[src/sv/isc_pkg.sv]
// Package for the indexed sequence store: sizes, opcodes and the cell command.
// No dependencies; every other file of the block uses it.
`default_nettype none
package isc_pkg;

	localparam int CAPACITY = 256;
	localparam int VAL_W    = 32;
	localparam int DATA_W   = 32;
	localparam int OP_W     = 4;
	localparam int POS_W    = 9;
	localparam int CNT_W    = $clog2(CAPACITY + 1);
	localparam int IDX_W    = $clog2(CAPACITY);
	localparam int GRP      = 16;
	localparam int NGRP     = CAPACITY / GRP;

	localparam logic [OP_W-1:0] OP_INSERT     = 4'd0;
	localparam logic [OP_W-1:0] OP_REMOVE     = 4'd1;
	localparam logic [OP_W-1:0] OP_READ       = 4'd2;
	localparam logic [OP_W-1:0] OP_WRITE      = 4'd3;
	localparam logic [OP_W-1:0] OP_PUSH_FRONT = 4'd4;
	localparam logic [OP_W-1:0] OP_PUSH_BACK  = 4'd5;
	localparam logic [OP_W-1:0] OP_POP_FRONT  = 4'd6;
	localparam logic [OP_W-1:0] OP_POP_BACK   = 4'd7;
	localparam logic [OP_W-1:0] OP_PEEK_FRONT = 4'd8;
	localparam logic [OP_W-1:0] OP_PEEK_BACK  = 4'd9;
	localparam logic [OP_W-1:0] OP_CLEAR      = 4'd10;

	typedef enum logic [1:0] {
		K_NONE,
		K_INS,
		K_REM,
		K_WR
	} kind_t;

	typedef struct packed {
		kind_t              kind;
		logic               rd;
		logic [IDX_W-1:0]   idx;
		logic [VAL_W-1:0]   value;
	} cmd_t;

endpackage
`default_nettype wire

[src/sv/isc_cell.sv]
// One storage cell of the shifting chain: holds one element, takes its
// neighbor's value on insert or remove. Depends on isc_pkg.
`default_nettype none
module isc_cell (
	input  wire logic                        clk,
	input  wire isc_pkg::cmd_t               cmd,
	input  wire logic [isc_pkg::IDX_W-1:0]   idx,
	input  wire logic [isc_pkg::VAL_W-1:0]   left_val,
	input  wire logic [isc_pkg::VAL_W-1:0]   right_val,
	output logic      [isc_pkg::VAL_W-1:0]   val,
	output logic      [isc_pkg::VAL_W-1:0]   tap
);

	logic [isc_pkg::VAL_W-1:0] val_q;

	always_ff @(posedge clk) begin
		unique case (cmd.kind)
			isc_pkg::K_INS: begin
				if (idx == cmd.idx) begin
					val_q <= cmd.value;
				end else if (idx > cmd.idx) begin
					val_q <= left_val;
				end
			end
			isc_pkg::K_REM: begin
				if (idx >= cmd.idx) begin
					val_q <= right_val;
				end
			end
			isc_pkg::K_WR: begin
				if (idx == cmd.idx) begin
					val_q <= cmd.value;
				end
			end
			isc_pkg::K_NONE: begin
			end
		endcase
	end

	assign val = val_q;
	assign tap = (cmd.rd && (idx == cmd.idx)) ? val_q : '0;

endmodule
`default_nettype wire

[config.mk]
export PLATFORM = sky130hd
export DESIGN_NAME = isc_cell
export DESIGN_NICKNAME = d
export VERILOG_FILES = /design/src/sv/isc_pkg.sv /design/src/sv/isc_cell.sv
export SDC_FILE = /design/constraint.sdc
export NUM_CORES = 1
export LEC_CHECK = 0
export BUFFER_PORTS_ARGS = -buffer_cell sky130_fd_sc_hd__clkbuf_2
export CAP_MARGIN = 30
export CORE_UTILIZATION = 41
export CTS_CLUSTER_DIAMETER = 80
export DETAILED_ROUTE_END_ITERATION = 16
export GPL_ROUTABILITY_DRIVEN = 1
export PLACE_DENSITY = 0.8
export SLEW_MARGIN = 20
export SYNTH_ARGS = -nofsm -noshare
export SYNTH_HDL_FRONTEND = slang
export SYNTH_SLANG_ARGS = --single-unit
export TNS_END_PERCENT = 30
[constraint.sdc]
create_clock -name clk -period 5.7 [get_ports clk]
set_clock_uncertainty 0.1 [all_clocks]
set_input_delay 0.57 -clock clk [delete_from_list [all_inputs] [get_ports clk]]
set_output_delay 0.57 -clock clk [all_outputs]
set_load 0.1 [all_outputs]
**Word-level counts from Yosys, hierarchy flattened**

Index checks and enable logic that the tools add are counted.

- ROM bits: 0
- Memory bits (writable): 0
- Memories kept: 0
- Register bits after elaboration: 32
- Word-level logic and storage cells: 19
- Bits in latches: 0
- Input bits: 116

- Order comparisons: 2
- Div/mod/pow operators: 0
- Bitwise gates (word level): 0
- Multipliers: 0
- Reductions and logical operators: 3
- Mux-type cells: 6
- Eq/ne operators: 7
- Shifts and indexed selects: 0
- Add/subtract/negate cells: 0

Operators by type and width:

| kind | count |
|---|---|
| $mux W32 | 5 |
| $pmux W32 S3 | 1 |
| $eq A8 B8 Y1 | 1 |
| $ge A8 B8 Y1 | 1 |
| $gt A8 B8 Y1 | 1 |
| $eq A2 B2 Y1 const B | 2 |
| $ne A2 B2 Y1 const B | 2 |
| $reduce_and A4 Y1 | 1 |
| $ne A3 B3 Y1 const B | 1 |
| $reduce_bool A3 Y1 | 1 |
| $eq A2 B1 Y1 const B | 1 |
| $logic_and A1 B1 Y1 | 1 |

**Depth between registers and ports, before layout**

Gate-level depths: netlist of run 1.

- Word-level depth: 4
- Mapped depth: 7
- Gate-level depth less buffers: 6

**Least setup slack after synthesis of run 1**

OpenSTA, ideal clock, no wires.

- Path type: input to register
- Start: input port cmd[39] (netlist bit)
- End: register val_q, in the netlist val[0] (enable)
- Stages: 7
- Data required time: 5.130 ns
- Buffers on the path: 1
- Path slack: 1.112 ns
- Arrival time: 4.018 ns
- Cells stage by stage: inv_1 ha_1 nand4_1 nor3_2 buf_4 a2111oi_0 a211oi_1

- Cells in the longest elaborated chain, start to end: 3

RTL lines:

| what | line | source |
|---|---|---|
| start: declaration | isc_cell.sv:6 | `input wire isc_pkg::cmd_t cmd,` |
| $gt A8 B8 Y1 (tied with other cells) | isc_cell.sv:21 | `end else if (idx > cmd.idx) begin` |
| $ne A3 B3 Y1 (no source line) / $ne A2 B2 Y1 (equally long branches) | n/a |  |
| $reduce_and A4 Y1 (no source line) (*) | n/a |  |
| end signal: assignment | isc_cell.sv:20 | `val_q <= cmd.value;` |
| end signal: assignment | isc_cell.sv:22 | `val_q <= left_val;` |
| end signal: assignment | isc_cell.sv:27 | `val_q <= right_val;` |
| end: declaration | isc_cell.sv:14 | `logic [isc_pkg::VAL_W-1:0] val_q;` |

Mark *: on every way between the ends. The rest lies on a longest branch, timed or not.
A chain may end at the register's enable or synchronous reset.

**Final worst setup path of run 1**

- Start: input port cmd[39] (netlist bit)
- End: output port tap[29] (netlist bit)

- Cells in the longest elaborated chain, start to end: 3

RTL lines:

| what | line | source |
|---|---|---|
| $eq A8 B8 Y1 | isc_cell.sv:41 | `assign tap = (cmd.rd && (idx == cmd.idx)) ? val_q : '0;` |
| $logic_and A1 B1 Y1 | isc_cell.sv:41 |  |
| $mux W32 | isc_cell.sv:41 |  |
| end: declaration | isc_cell.sv:11 | `output logic [isc_pkg::VAL_W-1:0] tap` |

Every way passes these cells.

==> impl_metrics.json, run 1 <==
{
  "syn2layout_area_growth_pct": 43.26,
  "ys_warn_count": 0,
  "final_cells": 457,
  "setup_violations": 0,
  "fp.coreArea_mm2": 0.005608,
  "hold_path_depth": 2,
  "regArea_um2": 960.9,
  "yosysSeqAreaShare_pct": 39.36,
  "numPortBuffers": 179,
  "crit_buf_inv": 4,
  "dp.cells": 450,
  "max_cap_viol_count": 0,
  "viasPerCell": 5.118,
  "dieArea_mm2": 0.006266,
  "post-dp-hpwl_um": 5088,
  "crit_top_cell": "clkbuf_2",
  "relSlewSlack_pct": 34.03,
  "cts.sinks": 32,
  "wl_per_cell_um": 14.26,
  "final_hold_viol_count": 0,
  "grt_max_degree": 36,
  "crit_fanout": 35,
  "antenna-diode-count": 0,
  "drtIter0Drc": 54,
  "vias": 2339,
  "ctsHoldBuffers": 0,
  "grt_overflow_total": 0,
  "fmax_mhz": 316.6,
  "holdPathEnd": "val[13]$_DFFE_PP_",
  "rsz0062_at_grt": "no",
  "critPathCaptureType": "output port",
  "drc": 0,
  "worst_pin_slew_ps": 964.6,
  "die_y_um": 79.16,
  "slew_viol_final": 0,
  "place_area_mm2": 0.003421,
  "largest_reg_flops": 32,
  "detail_route.first_pass.iterations": 4,
  "powerDensity_mw_per_mm2": 243.3,
  "cts_buffers": 5,
  "drive_gt1_share_pct": 49.61,
  "cp.required_ps": 5030,
  "track_usage_pct": 20.95,
  "synth_nets": 336,
  "fill_cells": 477,
  "cts_root_buffer": "clkbuf_8",
  "min_path_type": "in2reg",
  "antenna_found_initial": 0,
  "ant_nets": 0,
  "wirelength_um": 6516,
  "tns_ps": 0,
  "worst_ep_arrival_time_ps": 2490,
  "period_share_pct": 55.41,
  "nNetsFinal": 509,
  "period_needed_ps": 3158,
  "rows": 27,
  "netlist_area_mm2": 0.002441,
  "clk_path_buf_depth": 2,
  "grt_pass1_vias": 2267,
  "multi_input_area_mm2": 0.001374,
  "cts-htree-levels": 2,
  "cts_tree": "built",
  "ir_drop_v": 0.0001577,
  "io_pins": 180,
  "critPathKind": "in2out",
  "grt_pass1_wl_um": 10040,
  "ys_seq_elements": 32,
  "place_congestion": 0.7760,
  "cts.clk_slew.worst_paths_ps": 60,
  "start_util_pct": 43.53,
  "start_kind": "input port",
  "hp-start": "cmd[13]",
  "synthCells": 212,
  "post_cts_buffers": 0,
  "status": "finished, final reports clean",
  "path_delay_family": "buffers and inverters",
  "cp_slowest_cell": "clkbuf_2",
  "postCtsResizedCells": 0,
  "fin_total_pwr_w": 0.0008507,
  "cp_cell_sequence": "clkbuf_2 -> inv_1 -> ha_1 -> nand4_1 -> nor3_4 -> buf_4 -> and3_1 -> clkbuf_2",
  "cellLeakagePower_nw": 1.911,
  "die_w_um": 79.16,
  "syn_avg_cell_area_um2": 11.51,
  "critPathMaxStageDelay_ps": 450,
  "stdcell_area_mm2": 0.003497,
  "final_util_pct": 62.36,
  "ys_types": 20
}
worst max-delay path by stage:
| stage | start | endpoint | slack (ps) | depth (start not counted) |
|---|---|---|---|---|
| 2_1_floorplan | cmd[39] | val[0]$_DFFE_PP_ | 1110 | 7 |
| 3_3_place_gp | cmd[39] | val[1]$_DFFE_PP_ | 2570 | 9 |
| 3_5_place_dp | cmd[39] | val[1]$_DFFE_PP_ | 2470 | 9 |
| 4_1_cts | cmd[39] | tap[29] | 2520 | 8 |
| 5_1_grt | cmd[39] | tap[25] | 2400 | 8 |
| 6_report | cmd[39] | tap[29] | 2540 | 8 |
cell usage in the layout, fill, tap and decap left out:
master and count:
buf_12 1, inv_1 8, mux2i_1 94, buf_4 3, edfxtp_1 32, nor2_1 4
and3_1 32, buf_16 1, clkbuf_2 179, a211oi_4 1, a2111oi_0 1, nand2_1 5
nor3_4 1, clkbuf_8 5, nor2b_1 1, a21o_1 1, o211a_1 1, o21bai_1 1
a21oi_1 2, clkinv_1 2, ha_1 8, nand4_1 1, or3_1 1
Yosys cell counts:
library cell | instances | area share, %
clkbuf_1 | 4 | 0.61
nor2b_1 | 1 | 0.26
inv_1 | 8 | 1.2
nand4_1 | 1 | 0.26
or3_1 | 1 | 0.26
o21bai_1 | 1 | 0.31
nor2_1 | 4 | 0.61
mux2i_1 | 94 | 39
buf_2 | 10 | 2.1
nor3_2 | 1 | 0.41
ha_1 | 8 | 4.1
o211a_1 | 1 | 0.41
edfxtp_1 | 32 | 39
a211oi_1 | 1 | 0.31
a21oi_1 | 2 | 0.41
and3_1 | 32 | 8.2
a2111oi_0 | 1 | 0.36
a21o_1 | 1 | 0.31
buf_4 | 4 | 1.2
nand2_1 | 5 | 0.77
cells by family (layout without fill, tap and decap cells):
| logic type | Yosys count | after routing | share of synthesized area (%) |
|---|---|---|---|
| DFF | 32 | 32 | 39.36 |
| buffers and inverters | 26 | 199 | 5.126 |
| adders and majority gates | 8 | 8 | 4.101 |
| muxes | 94 | 94 | 38.54 |
| and+or+nand+nor | 45 | 45 | 10.76 |
| AOI/OAI and AO/OA | 7 | 7 | 2.102 |
metal layers:
| layer | routed length (um) | global-route usage [%] | share of wire (%) | up-vias |
|---|---|---|---|---|
| li1 | - | - | - | 1144 |
| met1 | 2409 | 21.15 | 37 | 1071 |
| met2 | 3537 | 40.86 | 54 | 112 |
| met3 | 449 | 3.908 | 6.9 | 12 |
| met4 | 119 | 9.636 | 1.8 | 0 |
| met5 | 0 | 0 | 0 | - |
power by group:
group	switching [W]	internal (W)	leakage (nW)
combinational	0.000295	0.0000849	1.57
sequential	0.0000168	0.000299	0.300
clock	0.0000749	0.0000803	0.0391
total	0.000386	0.000465	1.91
stage by stage:
| stage | hold WS [ps] | setup slack (ps) |
|---|---|---|
| 2_1_floorplan | 702.1 | 1112 |
| 3_3_place_gp | 795.5 | 2570 |
| 3_5_place_dp | 792.3 | 2472 |
| 4_1_cts | 499.8 | 2517 |
| 5_1_grt | 508.7 | 2402 |
| 6_report | 507.4 | 2542 |
final cells by class:
class / instances / area share, %
well taps: 72 / 2.576
repair buffers: 184 / 27.62
clock inverters: 2 / 0.2147
clock buffers: 5 / 1.968
inverters: 8 / 0.8587
multi-input cells: 154 / 39.28
flip-flops and latches: 32 / 27.48
Power figures use the tool's default switching activity.
==> run 2: changes to the inputs <==
==> constraint.sdc (replaced) <==
create_clock -name clk -period 3.1 [get_ports clk]
set_clock_uncertainty 0.1 [all_clocks]
set_input_delay 0.31 -clock clk [delete_from_list [all_inputs] [get_ports clk]]
set_output_delay 0.31 -clock clk [all_outputs]
set_load 0.1 [all_outputs]
==> impl_metrics.json, run 2 (synthesis results as in run 1) <==
{
  "hold_slack_ps": 275.9,
  "syn2layout_area_growth_pct": 61.87,
  "ant_nets": 0,
  "final_common_cell": "clkbuf_2",
  "wirelength_um": 7070,
  "drc": 0,
  "critPathCaptureType": "output port",
  "place_congestion": 0.8995,
  "ctsHoldBuffers": 0,
  "vias": 2334,
  "largest_reg_flops": 32,
  "cts.clk_slew.worst_paths_ps": 70,
  "post_cts_buffers": 0,
  "io_pins": 180,
  "post-dp-hpwl_um": 5628,
  "cts-htree-levels": 2,
  "drtIter0Drc": 62,
  "critPathKind": "in2out",
  "worst_ep_arrival_time_ps": 2430,
  "period_needed_ps": 2845,
  "max_cap_viol_count": 0,
  "ir_drop_v": 0.0003015,
  "grt_pass1_vias": 2333,
  "antenna-diode-count": 0,
  "min_path_type": "in2reg",
  "nNetsFinal": 508,
  "final_hold_viol_count": 0,
  "fp.coreArea_mm2": 0.005608,
  "drive_gt1_share_pct": 49.74,
  "dieArea_mm2": 0.006266,
  "track_usage_pct": 21.70,
  "cts.sinks": 32,
  "wl_per_cell_um": 15.50,
  "grt_overflow_total": 0,
  "relSlewSlack_pct": 42.53,
  "cts_tree": "built",
  "clk_path_buf_depth": 2,
  "cts_buffers": 5,
  "cellLeakagePower_nw": 2.010,
  "start_kind": "input port",
  "crit_fanout": 62,
  "antenna_found_initial": 0,
  "detail_route.first_pass.iterations": 4,
  "period_share_pct": 91.76,
  "slew_viol_final": 0,
  "numPortBuffers": 179,
  "rsz0062_at_grt": "no",
  "cts_root_buffer": "clkbuf_8",
  "viasPerCell": 5.118,
  "setup_violations": 0,
  "die_w_um": 79.16,
  "grt_pass1_wl_um": 10490,
  "grt_max_degree": 63,
  "rows": 27,
  "powerDensity_mw_per_mm2": 400.1,
  "start_util_pct": 43.53,
  "worst_pin_slew_ps": 840.3,
  "postCtsResizedCells": 0,
  "most-common-layout-cells": "clkbuf_2 (147), mux2i_1 (94), buf_12 (33)",
  "status": "finished, final reports clean",
  "cp.required_ps": 2690,
  "fmax_mhz": 351.6,
  "tns_ps": 0,
  "die_y_um": 79.16
}
## run 2: worst paths after layout
path | slack, ps | cells after the start | startpoint | to
worst max-delay path | 260 | 8 | cmd[39] | tap[4]
worst min-delay path | 280 | 2 | cmd[13] | val[13]$_DFFE_PP_
## run 2: metal layers
metal | vias to the layer above | GRT usage (%) | share of wire (%)
met1 | 1073 | 21.97 | 37
li1 | 1138 | - | -
met5 | - | 0 | 0
met2 | 109 | 43.97 | 55
met4 | 0 | 7.455 | 2.0
met3 | 14 | 3.333 | 5.4
## run 2: area by class of cell
| class | instances | area [um^2] |
|---|---|---|
| multi-input combinational | 154 | 1374 |
| fill | 423 | 1657 |
| clock buffer | 6 | 72.57 |
| sequential | 32 | 960.9 |
| inverter | 8 | 30.03 |
| clock inverter | 1 | 5.005 |
| timing repair buffer | 183 | 1419 |
| tap | 72 | 90.09 |
## run 2: critical path, stage by stage
cell      delay, ps
clkbuf_2         80
inv_1            30
ha_1            300
nand4_1         190
nor3_4          320
buf_4           650
and3_1          310
buf_12          190
## run 2: stage by stage
step	total power (W)	utilization [%]	instance area [um^2]	instances	worst slack (ps)
finish	0.001581	70.46	3951	456	255.5
CTS	0.001592	70.46	3951	456	273.9
floorplan	0.001121	-	2454	212	300.3
detailed placement	0.001294	69.08	3874	449	265.9
global route	0.001637	70.46	3951	456	127.7
global placement	0.001279	69.08	3874	449	379.3
## run 2: power by group
part / total, W / switching, W / internal [W]
registers: 0.000578 / 0.0000288 / 0.000550
logic: 0.000704 / 0.000545 / 0.000158
clock network: 0.000299 / 0.000146 / 0.000153
total: 0.00158 / 0.000721 / 0.000860
==> run 3: changes to the inputs <==
--- a/config.mk
+++ b/config.mk
@@ -7,11 +7,11 @@
 export LEC_CHECK = 0
 export BUFFER_PORTS_ARGS = -buffer_cell sky130_fd_sc_hd__clkbuf_2
 export CAP_MARGIN = 30
-export CORE_UTILIZATION = 41
-export CTS_CLUSTER_DIAMETER = 80
+export CORE_UTILIZATION = 37
+export CTS_CLUSTER_DIAMETER = 150
 export DETAILED_ROUTE_END_ITERATION = 16
 export GPL_ROUTABILITY_DRIVEN = 1
-export PLACE_DENSITY = 0.8
+export PLACE_DENSITY = 0.76
 export SLEW_MARGIN = 20
 export SYNTH_ARGS = -nofsm -noshare
 export SYNTH_HDL_FRONTEND = slang
==> constraint.sdc (replaced) <==
create_clock -name clk -period 2.52 [get_ports clk]
set_clock_uncertainty 0.1 [all_clocks]
set_input_delay 0.252 -clock clk [delete_from_list [all_inputs] [get_ports clk]]
set_output_delay 0.252 -clock clk [all_outputs]
set_load 0.1 [all_outputs]
==> impl_metrics.json, run 3 (synthesis results as in run 1) <==
{
  "cp_cell_sequence": "clkbuf_2 -> inv_8 -> ha_4 -> nand4_1 -> nor3_4 -> buf_4 -> and3_1 -> buf_12",
  "place_area_mm2": 0.003981,
  "rows": 29,
  "ctsHoldBuffers": 0,
  "post-dp-hpwl_um": 5710,
  "wirelength_um": 7218,
  "numPortBuffers": 179,
  "cp_slowest_cell": "buf_4",
  "fmax_mhz": 434.3,
  "dieArea_mm2": 0.006926,
  "most-common-layout-cells": "clkbuf_2 (147), mux2i_1 (94), buf_12 (34)",
  "critPathCaptureType": "output port",
  "clk_path_buf_depth": 2,
  "cts.sinks": 32,
  "start_kind": "input port",
  "post-place-ws_ps": 208.4,
  "place_congestion": 0.7853,
  "worst_ep_arrival_time_ps": 1950,
  "cts.clk_slew.worst_paths_ps": 70,
  "stdcell_area_mm2": 0.004064,
  "antenna-diode-count": 0,
  "drtIter0Drc": 48,
  "grt_overflow_total": 0,
  "fp.coreArea_mm2": 0.006350,
  "drc": 0,
  "die_w_um": 83.23,
  "grt_pass1_wl_um": 11600,
  "grt_max_degree": 41,
  "ant_nets": 0,
  "final_common_cell": "clkbuf_2",
  "wl_per_cell_um": 15.52,
  "drive_gt1_share_pct": 52.84,
  "viasPerCell": 5.148,
  "track_usage_pct": 20.98,
  "detail_route.first_pass.iterations": 4,
  "final_hold_viol_count": 0,
  "ir_drop_v": 0.0003108,
  "rsz0062_at_grt": "no",
  "nNetsFinal": 511,
  "slew_viol_final": 0,
  "critPathMaxStageDelay_ps": 360,
  "cp.required_ps": 2170,
  "grt_pass1_vias": 2474,
  "cts-htree-levels": 2,
  "cts_buffers": 5,
  "largest_reg_flops": 32,
  "start_util_pct": 38.44,
  "syn2layout_area_growth_pct": 66.48,
  "fill_cells": 485,
  "cts_root_buffer": "clkbuf_8",
  "postCtsResizedCells": 0,
  "crit_buf_inv": 4,
  "powerDensity_mw_per_mm2": 486.4,
  "cellLeakagePower_nw": 2.033,
  "min_path_type": "in2reg",
  "max_cap_viol_count": 0,
  "cts_tree": "built",
  "status": "finished, final reports clean",
  "crit_fanout": 25,
  "setup_violations": 0,
  "vias": 2394,
  "antenna_found_initial": 0,
  "period_share_pct": 91.37,
  "relSlewSlack_pct": 62.66,
  "die_y_um": 83.23,
  "post_cts_buffers": 0,
  "critPathKind": "in2out",
  "period_needed_ps": 2303,
  "timing.final.ws_setup_ps": 217.4,
  "path_delay_family": "buffers and inverters",
  "io_pins": 180,
  "worst_pin_slew_ps": 562.4
}
run 3: layer usage:
layer,vias to the layer above,part of all wire (%),global-route usage (%),wire [um]
met4,0,2.1,7.994,155
met1,1119,39,23.53,2803
li1,1146,-,-,-
met5,-,0,0,0
met3,15,5.9,3.777,428
met2,114,53,39.12,3831
run 3: power breakdown:
part	total (W)	switching, W	internal, W
sequential	0.000712	0.0000360	0.000676
combinational	0.000883	0.000678	0.000205
clock	0.000382	0.000195	0.000187
total	0.00198	0.000909	0.00107
run 3: area by class of cell:
type                       instances  area (um^2)  share of cell area, %
timing repair buffer             186         1454                  35.78
multi-input combinational        154         1430                  35.19
sequential                        32        960.9                  23.65
tap                               77        96.34                  2.371
clock buffer                       5        68.82                  1.693
inverter                           8        40.04                 0.9852
clock inverter                     3        13.76                 0.3387
run 3: worst paths after layout:
kind	endpoint	cells past startpoint	slack [ps]	from
hold / removal	val[13]$_DFFE_PP_	2	190	cmd[13]
setup / recovery	tap[8]	8	220	cmd[39]
run 3: through the flow:
step                hold WS (ps)  cells  util, %  total power (W)  setup TNS [ps]
CTS                        182.5    465    64.00         0.001994               0
global placement           477.2    457    62.70         0.001596               0
finish                     186.7    465    64.00         0.001977               0
global route               189.0    465    64.00         0.002058               0
detailed placement         480.4    457    62.70         0.001610               0
floorplan                  384.1    212        -         0.001391           -1646
